<file path="config.mk">
export PLATFORM = sky130hd
export DESIGN_NAME = linear_interp_resampler
export DESIGN_NICKNAME = d
export VERILOG_FILES = /design/src/design/lir_pkg.sv /design/src/design/lir_front.sv /design/src/design/lir_queue.sv /design/src/design/lir_walk.sv /design/src/design/lir_emit.sv /design/src/design/linear_interp_resampler.sv
export SDC_FILE = /design/constraint.sdc
export NUM_CORES = 1
export LEC_CHECK = 0
export BUFFER_PORTS_ARGS = -buffer_cell sky130_fd_sc_hd__buf_4
export CAP_MARGIN = 20
export CORE_MARGIN = 10
export CORE_UTILIZATION = 45
export CTS_BUF_LIST = sky130_fd_sc_hd__clkbuf_2
export DETAILED_ROUTE_END_ITERATION = 8
export PLACE_DENSITY_LB_ADDON = 0.25
export SYNTH_ARGS = -nofsm -noshare
export SYNTH_HDL_FRONTEND = slang
export SYNTH_HIERARCHICAL = 1
export SYNTH_SLANG_ARGS = --single-unit
</file>
<file path="constraint.sdc">
create_clock -name i_clk -period 8.25 [get_ports i_clk]
set_input_delay 1.65 -clock i_clk [delete_from_list [all_inputs] [get_ports i_clk]]
set_output_delay 1.65 -clock i_clk [all_outputs]
set_load 0.03 [all_outputs]
</file>
<file path="src/design/lir_pkg.sv">
`default_nettype none
// ----------------------------------------------------------------------------
// lir_pkg: shared types and constants of the linear interpolation resampler
// Sample and position widths, register indexes, and the items that pass
// between the front, the queue, the walk sequencer and the output stage.
// ----------------------------------------------------------------------------
package lir_pkg;

    localparam int SAMPLE_BITS   = 16;
    localparam int FRAC_BITS     = 16;
    // Step covers 1/32 .. 16 in Q.FRAC_BITS, with five integer bits to hold 16.
    localparam int STEP_BITS     = FRAC_BITS + 5;
    localparam int COUNT_BITS    = 24;
    // Position while walking is below one plus a step.
    localparam int POS_BITS      = STEP_BITS + 1;
    localparam int RUN_CAP       = 32;
    localparam int ITER_BITS     = $clog2(RUN_CAP + 1);
    localparam int PROD_BITS     = SAMPLE_BITS + FRAC_BITS + 2;
    localparam int CFG_IDX_BITS  = 1;
    localparam int CFG_DATA_BITS = (STEP_BITS > COUNT_BITS) ? STEP_BITS : COUNT_BITS;
    localparam int QUEUE_DEPTH   = 2;
    localparam int QPTR_BITS     = (QUEUE_DEPTH > 1) ? $clog2(QUEUE_DEPTH) : 1;
    localparam int QCNT_BITS     = $clog2(QUEUE_DEPTH + 1);

    localparam logic [CFG_IDX_BITS-1:0] REG_STEP         = CFG_IDX_BITS'(0);
    localparam logic [CFG_IDX_BITS-1:0] REG_OUTPUT_COUNT = CFG_IDX_BITS'(1);

    localparam logic [STEP_BITS-1:0] STEP_RESET = STEP_BITS'(1) << FRAC_BITS;
    localparam logic [POS_BITS-1:0]  ONE_POS    = POS_BITS'(1) << FRAC_BITS;

    typedef struct packed {
        logic signed [SAMPLE_BITS-1:0] sample;
        logic                          last;
    } t_in_item;

    typedef struct packed {
        logic signed [SAMPLE_BITS-1:0] out_sample;
        logic                          last_of_run;
        logic                          end_of_stream;
    } t_out_item;

    // One classified input: the interval it closes and how to walk it.
    typedef struct packed {
        logic signed [SAMPLE_BITS-1:0] prev;
        logic signed [SAMPLE_BITS-1:0] cur;
        logic                          interp;
        logic                          last;
    } t_job;

    // Registered product or end-of-item token toward the output stage.
    typedef struct packed {
        logic                          is_token;
        logic                          last;
        logic                          eos;
        logic signed [PROD_BITS-1:0]   prod;
        logic signed [SAMPLE_BITS-1:0] base;
    } t_mul;

endpackage
`default_nettype wire

</file>
<file path="src/design/lir_front.sv">
`default_nettype none
// ----------------------------------------------------------------------------
// lir_front: request intake
// Accepts input requests, pairs each with the previous sample of its stream
// and tags whether it closes an interpolation interval.
// ----------------------------------------------------------------------------
module lir_front (
    input  wire                 i_clk,
    input  wire                 i_rst_n,
    input  wire                 i_valid,
    input  lir_pkg::t_in_item   i_data,
    output logic                o_stall,
    input  wire                 i_full,
    output logic                o_push,
    output lir_pkg::t_job       o_job
);
    import lir_pkg::*;

    logic                          r_have_prev;
    logic signed [SAMPLE_BITS-1:0] r_prev;

    assign o_stall = i_full;
    assign o_push  = i_valid && !i_full;

    always_comb begin
        o_job.prev   = r_prev;
        o_job.cur    = i_data.sample;
        o_job.interp = r_have_prev;
        o_job.last   = i_data.last;
    end

    // Drop stream history after the last sample.
    always_ff @(posedge i_clk) begin
        if (!i_rst_n) begin
            r_have_prev <= 1'b0;
            r_prev      <= '0;
        end else if (o_push) begin
            r_have_prev <= !i_data.last;
            r_prev      <= i_data.last ? '0 : i_data.sample;
        end
    end

endmodule
`default_nettype wire

</file>
<file path="src/design/lir_queue.sv">
`default_nettype none
// ----------------------------------------------------------------------------
// lir_queue: job queue
// Short FIFO of classified jobs between the intake and the walk sequencer.
// ----------------------------------------------------------------------------
module lir_queue (
    input  wire                 i_clk,
    input  wire                 i_rst_n,
    input  wire                 i_push,
    input  lir_pkg::t_job       i_job,
    output logic                o_full,
    input  wire                 i_pop,
    output logic                o_valid,
    output lir_pkg::t_job       o_job
);
    import lir_pkg::*;

    t_job                 r_mem [QUEUE_DEPTH];
    logic [QPTR_BITS-1:0] r_wr;
    logic [QPTR_BITS-1:0] r_rd;
    logic [QCNT_BITS-1:0] r_cnt;

    function automatic logic [QPTR_BITS-1:0] ptr_inc(input logic [QPTR_BITS-1:0] p);
        ptr_inc = (p == QPTR_BITS'(QUEUE_DEPTH - 1)) ? '0 : p + QPTR_BITS'(1);
    endfunction

    assign o_full  = (r_cnt == QCNT_BITS'(QUEUE_DEPTH));
    assign o_valid = (r_cnt != '0);
    assign o_job   = r_mem[r_rd];

    always_ff @(posedge i_clk) begin
        if (!i_rst_n) begin
            r_wr  <= '0;
            r_rd  <= '0;
            r_cnt <= '0;
        end else begin
            if (i_push) begin
                r_wr <= ptr_inc(r_wr);
            end
            if (i_pop) begin
                r_rd <= ptr_inc(r_rd);
            end
            if (i_push && !i_pop) begin
                r_cnt <= r_cnt + QCNT_BITS'(1);
            end else if (!i_push && i_pop) begin
                r_cnt <= r_cnt - QCNT_BITS'(1);
            end
        end
    end

    always_ff @(posedge i_clk) begin
        if (i_push) begin
            r_mem[r_wr] <= i_job;
        end
    end

endmodule
`default_nettype wire

</file>
<file path="src/design/lir_walk.sv">
`default_nettype none
// ----------------------------------------------------------------------------
// lir_walk: position walk sequencer
// Steps output positions over each job's interval (last job: and its hold
// interval), one a cycle unless stalled; counts outputs, registers products.
// ----------------------------------------------------------------------------
module lir_walk (
    input  wire                               i_clk,
    input  wire                               i_rst_n,
    input  wire                               i_job_valid,
    input  lir_pkg::t_job                     i_job,
    output logic                              o_pop,
    input  wire [lir_pkg::STEP_BITS-1:0]      i_step,
    input  wire [lir_pkg::COUNT_BITS-1:0]     i_out_count,
    output logic                              o_mul_valid,
    output lir_pkg::t_mul                     o_mul,
    input  wire                               i_mul_take
);
    import lir_pkg::*;

    localparam logic [1:0] ST_IDLE = 2'd0;
    localparam logic [1:0] ST_WALK = 2'd1;
    localparam logic [1:0] ST_END  = 2'd2;

    logic [1:0]            r_state, n_state;
    logic                  r_phase, n_phase;
    logic [ITER_BITS-1:0]  r_iter,  n_iter;
    logic [POS_BITS-1:0]   r_pos,   n_pos;
    logic [COUNT_BITS-1:0] r_cnt,   n_cnt;
    t_job                  r_job,   n_job;
    logic                  r_mv,    n_mv;
    t_mul                  r_m,     n_m;

    logic                          m_ready;
    logic                          in_range;
    logic                          can_step;
    logic                          do_emit;
    logic signed [SAMPLE_BITS-1:0] base;
    logic signed [SAMPLE_BITS:0]   diff;
    logic signed [FRAC_BITS:0]     frac;
    logic signed [PROD_BITS-1:0]   prod;

    assign m_ready  = !r_mv || i_mul_take;
    assign in_range = (r_pos < ONE_POS);
    assign can_step = in_range && (r_iter != ITER_BITS'(RUN_CAP));
    assign do_emit  = (r_cnt < i_out_count);
    // Hold phase walks cur against itself, so the product is zero.
    assign base     = r_phase ? r_job.cur : r_job.prev;
    assign diff     = {r_job.cur[SAMPLE_BITS-1], r_job.cur} - {base[SAMPLE_BITS-1], base};
    assign frac     = {1'b0, r_pos[FRAC_BITS-1:0]};
    assign prod     = diff * frac;

    assign o_pop       = (r_state == ST_IDLE) && i_job_valid;
    assign o_mul_valid = r_mv;
    assign o_mul       = r_m;

    always_comb begin
        n_state = r_state;
        n_phase = r_phase;
        n_iter  = r_iter;
        n_pos   = r_pos;
        n_cnt   = r_cnt;
        n_job   = r_job;
        n_mv    = r_mv && !i_mul_take;
        n_m     = r_m;
        case (r_state)
            ST_IDLE: begin
                if (i_job_valid) begin
                    n_job  = i_job;
                    n_iter = '0;
                    if (i_job.interp) begin
                        n_state = ST_WALK;
                        n_phase = 1'b0;
                    end else if (i_job.last) begin
                        n_state = ST_WALK;
                        n_phase = 1'b1;
                    end else begin
                        n_state = ST_END;
                    end
                end
            end
            ST_WALK: begin
                if (m_ready) begin
                    if (can_step) begin
                        if (do_emit) begin
                            n_mv         = 1'b1;
                            n_m.is_token = 1'b0;
                            n_m.last     = 1'b0;
                            n_m.eos      = ((r_cnt + COUNT_BITS'(1)) == i_out_count);
                            n_m.prod     = prod;
                            n_m.base     = base;
                            n_cnt        = r_cnt + COUNT_BITS'(1);
                        end
                        n_pos  = r_pos + POS_BITS'(i_step);
                        n_iter = r_iter + ITER_BITS'(1);
                    end else begin
                        // Skip what the run cap left of the interval.
                        n_pos  = in_range ? '0 : (r_pos - ONE_POS);
                        n_iter = '0;
                        if (!r_phase && r_job.last) begin
                            n_phase = 1'b1;
                        end else begin
                            n_state = ST_END;
                        end
                    end
                end
            end
            ST_END: begin
                if (m_ready) begin
                    n_mv         = 1'b1;
                    n_m.is_token = 1'b1;
                    n_m.last     = r_job.last;
                    n_m.eos      = 1'b0;
                    n_m.prod     = '0;
                    n_m.base     = '0;
                    if (r_job.last) begin
                        n_pos = '0;
                        n_cnt = '0;
                    end
                    n_state = ST_IDLE;
                end
            end
            default: begin
                n_state = ST_IDLE;
            end
        endcase
    end

    always_ff @(posedge i_clk) begin
        if (!i_rst_n) begin
            r_state <= ST_IDLE;
            r_phase <= 1'b0;
            r_iter  <= '0;
            r_pos   <= '0;
            r_cnt   <= '0;
            r_mv    <= 1'b0;
        end else begin
            r_state <= n_state;
            r_phase <= n_phase;
            r_iter  <= n_iter;
            r_pos   <= n_pos;
            r_cnt   <= n_cnt;
            r_mv    <= n_mv;
        end
    end

    always_ff @(posedge i_clk) begin
        r_job <= n_job;
        r_m   <= n_m;
    end

    a_iter_cap: assert property (@(posedge i_clk) disable iff (!i_rst_n)
        r_iter <= ITER_BITS'(RUN_CAP))
        else $error("walk ran past the run cap");

    a_idle_pos: assert property (@(posedge i_clk) disable iff (!i_rst_n)
        (r_state == ST_IDLE) |-> (r_pos < (POS_BITS'(1) << STEP_BITS)))
        else $error("position out of range between jobs");

    a_hold_last: assert property (@(posedge i_clk) disable iff (!i_rst_n)
        (r_state == ST_WALK && r_phase) |-> r_job.last)
        else $error("hold walk on a job that is not last");

    a_stream_clear: assert property (@(posedge i_clk) disable iff (!i_rst_n)
        (r_state == ST_END && m_ready && r_job.last) |=> (r_pos == '0 && r_cnt == '0))
        else $error("stream state not cleared after last job");

endmodule
`default_nettype wire

</file>
<file path="src/design/lir_emit.sv">
`default_nettype none
// ----------------------------------------------------------------------------
// lir_emit: result stage
// Finishes the interpolation sum, holds one result back so the final one of
// each request can be flagged, and drives the output register.
// ----------------------------------------------------------------------------
module lir_emit (
    input  wire                 i_clk,
    input  wire                 i_rst_n,
    input  wire                 i_mul_valid,
    input  lir_pkg::t_mul       i_mul,
    output logic                o_mul_take,
    output logic                o_valid,
    output lir_pkg::t_out_item  o_data,
    input  wire                 i_stall
);
    import lir_pkg::*;

    logic                          r_pv;
    logic signed [SAMPLE_BITS-1:0] r_pval;
    logic                          r_peos;
    logic                          r_ov;
    t_out_item                     r_out;

    logic                          out_free;
    logic                          push;
    logic signed [SAMPLE_BITS:0]   q;
    logic signed [SAMPLE_BITS:0]   sum;
    t_out_item                     push_item;

    assign out_free   = !r_ov || !i_stall;
    assign o_mul_take = i_mul_valid && (!r_pv || out_free);
    assign push       = o_mul_take && r_pv;

    // Arithmetic shift floors the product.
    assign q   = i_mul.prod[FRAC_BITS+SAMPLE_BITS:FRAC_BITS];
    assign sum = {i_mul.base[SAMPLE_BITS-1], i_mul.base} + q;

    always_comb begin
        push_item.out_sample    = r_pval;
        push_item.last_of_run   = i_mul.is_token;
        push_item.end_of_stream = r_peos || (i_mul.is_token && i_mul.last);
    end

    assign o_valid = r_ov;
    assign o_data  = r_out;

    always_ff @(posedge i_clk) begin
        if (!i_rst_n) begin
            r_pv <= 1'b0;
            r_ov <= 1'b0;
        end else begin
            if (o_mul_take) begin
                r_pv <= !i_mul.is_token;
            end
            if (out_free) begin
                r_ov <= push;
            end
        end
    end

    always_ff @(posedge i_clk) begin
        if (o_mul_take && !i_mul.is_token) begin
            r_pval <= sum[SAMPLE_BITS-1:0];
            r_peos <= i_mul.eos;
        end
        if (out_free && push) begin
            r_out <= push_item;
        end
    end

    a_token_flush: assert property (@(posedge i_clk) disable iff (!i_rst_n)
        (o_mul_take && i_mul.is_token) |=> !r_pv)
        else $error("held result survived the end of its request");

    a_push_room: assert property (@(posedge i_clk) disable iff (!i_rst_n)
        push |-> out_free)
        else $error("result pushed into a stalled output register");

    a_last_flag: assert property (@(posedge i_clk) disable iff (!i_rst_n)
        (out_free && push && i_mul.is_token) |=> (r_ov && r_out.last_of_run))
        else $error("final result of a request not flagged");

endmodule
`default_nettype wire

</file>
<file path="src/design/linear_interp_resampler.sv">
`default_nettype none
// ----------------------------------------------------------------------------
// linear_interp_resampler: linear interpolation sample-rate converter
// Mono Q1.15 stream in, resampled Q1.15 stream out, Q5.16 position step.
// ----------------------------------------------------------------------------
// Each input request closes the interval between the previous sample and the
// current one; every output position that falls inside it yields
// prev + (cur - prev) * frac, floored. The walk sequencer steps one output
// position a cycle while the output side keeps up. For each item it pops the
// job, walks every output position in the interval the item closes (at most
// 32), leaves the interval and closes the request. A last item also walks the
// final hold interval (at most 32 more positions) and leaves it before the
// request closes. The first sample of a stream only loads history: its job is
// popped and closed. A two-entry job queue keeps taking requests while the
// sequencer walks, and a held-back result plus an output register absorb
// results while the output side stalls. Production stops when output_count
// results of the stream are out; the last sample of a stream clears all
// stream state. Write step and output_count only while the block is idle.
// ----------------------------------------------------------------------------
module linear_interp_resampler (
    input  wire                                i_clk,
    input  wire                                i_rst_n,
    input  wire                                i_valid,
    input  lir_pkg::t_in_item                  i_data,
    output logic                               o_stall,
    output logic                               o_valid,
    output lir_pkg::t_out_item                 o_data,
    input  wire                                i_stall,
    input  wire                                i_cfg_we,
    input  wire [lir_pkg::CFG_IDX_BITS-1:0]    i_cfg_idx,
    input  wire [lir_pkg::CFG_DATA_BITS-1:0]   i_cfg_data
);
    import lir_pkg::*;

    logic [STEP_BITS-1:0]  r_step;
    logic [COUNT_BITS-1:0] r_out_count;

    logic q_push;
    logic q_full;
    logic q_pop;
    logic q_valid;
    t_job front_job;
    t_job head_job;
    logic mul_valid;
    logic mul_take;
    t_mul mul;

    // Register writes take effect at once; drop bits above each width.
    always_ff @(posedge i_clk) begin
        if (!i_rst_n) begin
            r_step      <= STEP_RESET;
            r_out_count <= '0;
        end else if (i_cfg_we) begin
            case (i_cfg_idx)
                REG_STEP: begin
                    r_step <= i_cfg_data[STEP_BITS-1:0];
                end
                REG_OUTPUT_COUNT: begin
                    r_out_count <= i_cfg_data[COUNT_BITS-1:0];
                end
                default: begin
                    r_step <= r_step;
                end
            endcase
        end
    end

    // Intake: pair each sample with its predecessor.
    lir_front u_front (
        .i_clk   (i_clk),
        .i_rst_n (i_rst_n),
        .i_valid (i_valid),
        .i_data  (i_data),
        .o_stall (o_stall),
        .i_full  (q_full),
        .o_push  (q_push),
        .o_job   (front_job)
    );

    // Decouple intake from the walk.
    lir_queue u_queue (
        .i_clk   (i_clk),
        .i_rst_n (i_rst_n),
        .i_push  (q_push),
        .i_job   (front_job),
        .o_full  (q_full),
        .i_pop   (q_pop),
        .o_valid (q_valid),
        .o_job   (head_job)
    );

    // Walk output positions and form products.
    lir_walk u_walk (
        .i_clk       (i_clk),
        .i_rst_n     (i_rst_n),
        .i_job_valid (q_valid),
        .i_job       (head_job),
        .o_pop       (q_pop),
        .i_step      (r_step),
        .i_out_count (r_out_count),
        .o_mul_valid (mul_valid),
        .o_mul       (mul),
        .i_mul_take  (mul_take)
    );

    // Finish sums, flag run ends, drive the output.
    lir_emit u_emit (
        .i_clk       (i_clk),
        .i_rst_n     (i_rst_n),
        .i_mul_valid (mul_valid),
        .i_mul       (mul),
        .o_mul_take  (mul_take),
        .o_valid     (o_valid),
        .o_data      (o_data),
        .i_stall     (i_stall)
    );

endmodule
`default_nettype wire

</file>
### Yosys cells after proc, flatten, opt, wreduce, memory -nomap -nowiden

Memory sizes are Yosys's and may differ from the RTL's. A register that Yosys moved wholly into a read port is not among the register bits.
Cells that the tools add are included.

* bits of input ports: 47
* memories kept: 1
* bits in writable memories: 68
* flip-flop bits (word level): 243
* word-level logic and storage cells: 150

Memory list
* u_queue.r_mem: depth 2, width 34, rd ports 1, clocked after Yosys merged registers in 1, write ports 1, RTL line lir_queue.sv:18 `t_job r_mem [QUEUE_DEPTH];`

* $add $sub $neg: 10
* muxes and demuxes: 51
* reduce and logical (&&, ||, !) cells: 41
* order comparisons: 2
* bitwise gates (word level): 1
* eq/ne operators: 15
* $mul: 1

Operators by type and width (number)
* two-way mux 53 bit: 4
* two-way mux 24 bit: 5
* two-way mux 22 bit: 5
* case mux 53 bit (2 select lines): 1
* case mux 24 bit (2 select lines): 1
* case mux 22 bit (2 select lines): 1
* multiplier 17 x 17 -> 34 bit: 1
* two-way mux 16 bit: 2
* adder 24 x 1 -> 24 bit (second input constant): 1
* equality test 24 bit: 1
* less-than comparator 24 bit: 1
* adder 22 x 21 -> 22 bit: 1
* less-than comparator 22 x 17 -> 1 bit (second input constant): 1
* subtractor 22 x 17 -> 22 bit (second input constant): 1
* two-way mux 2 bit: 9
* two-way mux 6 bit: 3
* subtractor 16 x 16 -> 17 bit: 1
* adder 16 bit: 1
* two-way mux 1 bit: 16
* inequality test 2 x 1 -> 1 bit (second input constant): 7
* logical AND 1 bit: 12
* case mux 6 bit (2 select lines): 1
* AND reduction 6 bit: 2
* logical NOT 1 bit: 11
* other kinds (19): 32

### Logic depth before layout (Yosys ltp)

Gate-level depths: netlist (run 1).

* word-level depth: 10
* mapped depth: 33
* mapped depth without buffers: 31

### Cells and area by module

The synthesis (run 1) kept the hierarchy.

By module, submodules not included
* lir_walk: area an instance 20138.1 µm², sequential area each 3703.6 µm², times used 1, cells each 2265
* lir_queue: area an instance 2673.8 µm², sequential area each 2142.1 µm², times used 1, cells each 128
* lir_emit: area an instance 1893.1 µm², sequential area each 1091.0 µm², times used 1, cells each 148
* linear_interp_resampler: area an instance 1762.9 µm², sequential area each 900.9 µm², times used 1, cells each 176
* lir_front: area an instance 877.1 µm², sequential area each 340.3 µm², times used 1, cells each 93

### Worst setup path after synthesis (run 1)

Ideal clock, no wire load.

* kind: register -> register
* start point: register u_walk.r_phase
* end point: register, netlist name u_walk/o_mul[49]
* slack: -0.290 ns
* clock period less this slack: 8.540 ns
* setup time: 0.135 ns
* stages on the path, launching flop included: 31
* data required time: 8.115 ns
* arrival time: 8.406 ns
* path through: dfxtp_1 > clkbuf_1 > mux2_2 > ha_1 > fa_1 > nand3b_1 > a21boi_0 > o21ai_0 > a21oi_1 > o21ai_0 > o311ai_0 > clkbuf_1 > nand2_1 > fa_1 > inv_1 > fa_1 > fa_1 > fa_1 > fa_1 > inv_1 > fa_1 > inv_1 > ha_1 > a21o_1 > a21o_1 > a21o_1 > a21oi_1 > a21oi_1 > o2111a_1 > or4_1 > nand3_1

RTL lines
* start, declared: RTL line lir_walk.sv:26 `logic r_phase, n_phase;`
* start signal, assigned: RTL line lir_walk.sv:139 `r_phase <= n_phase;`

### Final worst setup path (run 1)

* start point: register u_walk/r_job[18] (netlist bit)
* end point: register u_walk.r_m (netlist bit u_walk/o_mul[42]), data pin

* cells in the longest elaborated chain, start to end: 7

RTL lines
* start, declared: RTL line lir_walk.sv:30 `t_job r_job, n_job;`
* start signal, assigned: RTL line lir_walk.sv:148 `r_job <= n_job;`
* two-way mux 16 bit: RTL line lir_walk.sv:48 `assign base = r_phase ? r_job.cur : r_job.prev;`
* via u_walk.base[0]: RTL line lir_walk.sv:38 `logic signed [SAMPLE_BITS-1:0] base;`
* subtractor 16 x 16 -> 17 bit: RTL line lir_walk.sv:49 `assign diff = {r_job.cur[SAMPLE_BITS-1], r_job.cur} - {base[SAMPLE_BITS-1], base};`
* multiplier 17 x 17 -> 34 bit: RTL line lir_walk.sv:51 `assign prod = diff * frac;`
* two-way mux 53 bit: RTL line lir_walk.sv:85 `if (do_emit) begin`
* two-way mux 53 bit: RTL line lir_walk.sv:84 `if (can_step) begin`
* two-way mux 53 bit: RTL line lir_walk.sv:83 `if (m_ready) begin`
* case mux 53 bit (2 select lines): RTL line lir_walk.sv:66 `case (r_state)`
* end signal, assigned: RTL line lir_walk.sv:149 `r_m <= n_m;`
* end, declared: RTL line lir_walk.sv:32 `t_mul r_m, n_m;`

The timed path passes the listed nets, and every way through them passes these cells. The select of a mux whose other input is x is not followed.
A chain may end at the register's enable or synchronous reset.

==> results of run 1 <==
cell type report:
type,count,area (µm²)
Fill cell,5272,28700
Multi-Input combinational cell,1862,16600
Sequential cell,296,7640
Timing Repair Buffer,194,1500
Inverter,394,1490
Tap cell,765,957
Clock buffer,112,561
Clock inverter,34,183
Antenna cell,4,10.0
worst paths after layout:
path                            slack (ps)  depth (start not counted)                end              start
worst max register to register         140                         30   u_walk/o_mul[42]   u_walk/r_job[18]
worst min register to register         360                          0  u_emit/o_data[13]  u_emit/r_pval[11]
worst max-delay path                   140                         30   u_walk/o_mul[42]   u_walk/r_job[18]
worst min-delay path                   360                          0  u_emit/o_data[13]  u_emit/r_pval[11]
power by group through the flow:
stage          clock network [mW]  registers (mW)  logic (mW)
6_report                     1.04            2.22        6.13
5_1_grt                      1.17            2.25        6.76
4_1_cts                      1.09            2.22        5.92
3_5_place_dp                    0            2.25        5.83
3_3_place_gp                    0            2.24        5.67
2_1_floorplan                   0            2.17        3.66
metrics by stage:
stage	TNS (ps)	hold WS (ps)	total power, mW
after floorplan	0	400	5.83
after global placement	-474	403	7.91
after detailed placement	-1740	405	8.08
after CTS	0	356	9.23
after global routing	-930	371	10.2
final	0	357	9.39
cell usage in the layout, fill, tap and decap left out, drive strengths merged, types with 8 or more instances in the layout:
master and instances:
mux2 37, nand3 75, o211a 12, a31oi 17
clkbuf 112, buf 194, and3 22, xor2 37
nand2b 13, clkinv 29, or3 26, nor2b 52
nor2 103, edfxtp 171, o211ai 10, nand2 307
a211oi 11, a21oi 99, o21a 15, nor4 9
xnor2 59, nor3 42, fa 271, and3b 8
ha 169, nand4 20, a21o 31, o2111ai 12
inv 395, a31o 14, nand3b 27, mux2i 70
and2 109, o21ai 77, a22oi 12, a21boi 23
dfxtp 125
state kept, by name, summed over array words and instances, names as in the netlist, named ones only:
name	flops
r_out_count	24
r_step	21
u_emit/o_data	18
u_emit/o_valid	1
u_emit/r_peos	1
u_emit/r_pv	1
u_emit/r_pval	16
u_front/r_have_prev	1
u_front/r_prev	16
u_queue/r_cnt	2
u_queue/r_mem	68
u_queue/r_rd	1
u_queue/r_wr	1
u_walk/o_mul	35
u_walk/o_mul_valid	1
u_walk/r_cnt	24
u_walk/r_iter	6
u_walk/r_job	33
u_walk/r_phase	1
u_walk/r_pos	22
u_walk/r_state	2
per-layer routing:
metal / track usage (%) / vias up / part of all wire (%)
met5: 0 / - / 0
met4: 7.75 / 0 / 2.8
met3: 3.02 / 104 / 4.5
met2: 32.0 / 463 / 49
met1: 24.5 / 9519 / 44
li1: - / 9239 / -
worst register-to-register path: cells and delay by family (launching register included):
family	cells	cell delay (ps)
adder cells (fa/ha/maj)	9	3830
AND/OR/NAND/NOR	8	1830
AO/OA/AOI/OAI	7	1220
multiplexers	2	520
flip-flops	1	400
buffers and inverters	4	180
what timing repair did:
item                       4_1_cts  5_1_grt
setup buffers                    2        3
resized for setup               19       70
setup endpoints to repair       14       15
hold buffers                     0        0
pin swaps                        4       37
==> metrics, run 1 <==
global-route wire length before repair 105,000 µm; status completed; Buffers on Ports 66; Worst-path clk slew 140 ps; placed cell areas 0.0278 mm²; CTS tree done; Fmax 123 MHz; Initial Utilization 45.4%; post-placement cell count 3,508; initial antenna violation count 2; Post-Route WL 64,400 µm; Max Fanout on Critical Path 5; Crit. End Element register; WL/cell 17.6 µm; worst hold path class reg2reg; DRC viols 0; worst path required time 9210 ps; H-tree depth 3; Crit Path Class reg2reg; Largest delay share family, worst path adder cells; drt pass-1 iters 7; Hold Fails Final Rpt 0; Total Routing Usage GR 19.2%; vias 19,325; Syn-to-layout area delta 10.5%; final slew viol count 0; Pint 4.84 mW; WP data arrival 9070 ps; share of cells above drive strength 1 15.8%; leakage dissipation 13.0 nW; GR Overflow Total 0; Root Driver clkbuf_2; Clock Skew 114 ps; synth warn 6; num ports 67; Cells after Synth 2,701; Mapped Area 0.0262 mm²; RSZ-0062 raised after global routing yes; Max-cap violations 0; Place WS -396 ps; FP Rows 88; syn nets 3,188; Clock power frac 11.1%; final setup margin 137 ps; Initial DRC Count 1,233; min Tclk post-route 8110 ps; Slowest cell on crit path fa_2; pwr/cell area 325 mW/mm²; Least-Margin Pin Slew 1030 ps; die extent in y 261 µm; Num CTS Buffers 79; peak supply drop 217 µV; pin count of the biggest net entering global routing 70; Syn Area/Cell 9.69 µm²; Final Util 50.2%; Reg power frac 23.6%; vias per cell 5.28; GPL Wtd Cong 0.947; Routed Antenna Nets 0; Detail Placement HPWL 49,000 µm; final net count 3,314; fin crit share 98.3%; Core ar. 0.0576 mm²; WP buf/inv 4; net switching power 4.55 mW; Die Wd 261 µm; final cell count without fillers 3,661; clk buf depth 3; Worst setup SP type register; clock sink count 296; Critical Path Max Stage Delay 530 ps; full die area 0.0682 mm²; Slew headroom 31.4%; Setup-failing EPs final 0; Worst-Skew Late Latency 1080 ps; Net Sw Frac 48.5%; Critical Path Most Common Cell fa_2; vias in the first global route 20,145; final instance area 0.0289 mm²; Combinational Power Share 65.3%
Note: power is estimated with default switching activity, not from simulation.
==> run 2, diff against run 1 <==
RECOVER_POWER = 50   (was unset)
==> run 2 against run 1 <==
  * The run now ends with max-capacitance violations, max-slew violations left
  * Count of clock-buffer cells in the layout unchanged
  * Die area unchanged
  * Maximum frequency barely moved
  * Sequential share of layout area is 0.11 points higher
  * Final cell count barely moved
  * Sequential power hardly changed
  * Wire length rose by 0.18%
  * Final area shrank 0.42%
  * Largest cell class unchanged
  * Largest power group unchanged
==> metrics, run 2 (same netlist as run 1, synthesis figures left out) <==
Total Routing Usage GR 19.2% (unchanged); Initial Utilization 45.4% (unchanged); placed cell areas 0.0278 mm² (unchanged); largest register by flop count u_queue/r_mem (unchanged); num ports 67 (unchanged); die extent in y 261 µm (unchanged); peak supply drop 218 µV (was 217 µV); WL/cell 17.6 µm (about the same); Core ar. 0.0576 mm² (unchanged); final net count 3,314 (unchanged); final slew viol count 142 (was 0); Hold Fails Final Rpt 0 (unchanged); FP Rows 88 (unchanged); Critical Path Most Common Cell fa_2 (unchanged); Worst-Skew Late Latency 1110 ps (was 1080 ps); Crit. End Element register (unchanged); Routed Antenna Nets 0 (unchanged); status finished, violations left (was completed); drt pass-1 iters 5 (was 7); Max Fanout on Critical Path 5 (unchanged); Die Wd 261 µm (unchanged); clk buf depth 3 (unchanged); Critical Path Max Stage Delay 530 ps (about the same); Crit Path Class reg2reg (unchanged); vias in the first global route 20,145 (unchanged); WP buf/inv 4 (unchanged); Fill cells 5,296 (was 5,272); CTS Hold Bufs 0 (unchanged); post-placement cell count 3,508 (unchanged); Clock Skew 114 ps (about the same); GPL Wtd Cong 0.947 (unchanged); global-route wire length before repair 105,000 µm (unchanged); Worst setup SP type register (unchanged); worst hold path class reg2reg (unchanged); failing checks max-capacitance violations, max-slew violations; Num CTS Buffers 79 (unchanged); H-tree depth 3 (unchanged); Max-cap violations 3 (was 0); share of cells above drive strength 1 14.8% (was 15.8%); Buffers on Ports 66 (unchanged); Final Power 9.38 mW (was 9.39 mW); Detail Placement HPWL 49,000 µm (unchanged); Post-Route WL 64,500 µm (was 64,400 µm); leakage dissipation 12.9 nW (was 13.0 nW); CTS tree done (unchanged); full die area 0.0682 mm² (unchanged); Fmax 123 MHz (about the same); Final Util 50.0% (was 50.2%); Place WS -396 ps (unchanged); max reg flops 68 (unchanged); setup TNS 0 ps (unchanged); fin crit share 98.3% (about the same); final instance area 0.0288 mm² (was 0.0289 mm²); Initial DRC Count 1,166 (was 1,233); DRC viols 0 (unchanged); pin count of the biggest net entering global routing 70 (unchanged); RSZ-0062 raised after global routing yes (unchanged); Worst-path clk slew 140 ps (about the same); final cell count without fillers 3,662 (was 3,661); initial antenna violation count 2 (unchanged); Root Driver clkbuf_2 (unchanged); vias 19,362 (was 19,325); pwr/cell area 326 mW/mm² (was 325 mW/mm²); Syn-to-layout area delta 10.1% (was 10.5%); Slowest cell on crit path fa_2 (unchanged); GR Overflow Total 0 (unchanged); Least-Margin Pin Slew 3050 ps (was 1030 ps); WP data arrival 9100 ps (was 9070 ps); most common cell after layout, fill and taps aside inv_1 (unchanged); min Tclk post-route 8110 ps (about the same); final setup margin 139 ps (was 137 ps); vias per cell 5.29 (was 5.28); worst path required time 9230 ps (was 9210 ps); worst hold slack 362 ps (was 357 ps); highest-count cells in the layout ignoring fill and taps inv_1 (383), nand2_1 (301), fa_1 (264) (unchanged); Largest delay share family, worst path adder cells (unchanged); Slew headroom -104% (was 31.4%); Setup-failing EPs final 0 (unchanged); clock sink count 296 (unchanged)
## run 2: changes by cell type in the layout (fill, tap and decap cells not counted), sizes merged
| cell | before | now |
|---|---|---|
| buf | 194 | 172 |
| clkbuf | 112 | 134 |
| clkinvlp | 3 | 4 |
| diode | 4 | 5 |
| inv | 395 | 394 |
## run 2: final cells by class
type | instances | area [µm²] | area share [%]
Clock inverter | 34 | 183 | 0.634
Sequential cell | 296 | 7640 | 26.5
Timing Repair Buffer | 194 | 1400 | 4.85
Antenna cell | 5 | 12.5 | 0.0435
Tap cell | 765 | 957 | 3.32
Multi-Input combinational cell | 1862 | 16600 | 57.5
Clock buffer | 112 | 561 | 1.95
Inverter | 394 | 1480 | 5.14
## run 2: power breakdown
| part | switching (mW) | internal [mW] | leakage (nW) | total [mW] |
|---|---|---|---|---|
| registers | 0.180 | 2.04 | 2.63 | 2.22 |
| logic | 3.74 | 2.38 | 9.73 | 6.11 |
| clock network | 0.640 | 0.407 | 0.549 | 1.05 |
| total | 4.56 | 4.83 | 12.9 | 9.38 |
## run 2: worst paths after layout
path,from,end,slack (ps),depth (start not counted)
setup / recovery,u_walk/r_job[18],u_walk/o_mul[42],140,30
hold / removal,u_emit/r_pval[11],u_emit/o_data[13],360,0
setup reg to reg,u_walk/r_job[18],u_walk/o_mul[42],140,30
hold reg to reg,u_emit/r_pval[11],u_emit/o_data[13],360,0
## run 2: what timing repair did
| item | CTS | global route |
|---|---|---|
| setup buffers | 2 | 3 |
| gates resized for setup | 19 | 70 |
| setup endpoints to repair | 14 | 15 |
| pin swaps | 4 | 37 |
## run 2: per-layer routing
metal / share of wire [%] / vias to the layer above / GRT usage (%)
li1: - / 9248 / -
met3: 4.8 / 119 / 3.02
met1: 44 / 9522 / 24.5
met5: 0 / - / 0
met4: 2.9 / 0 / 7.75
met2: 48 / 473 / 32.0
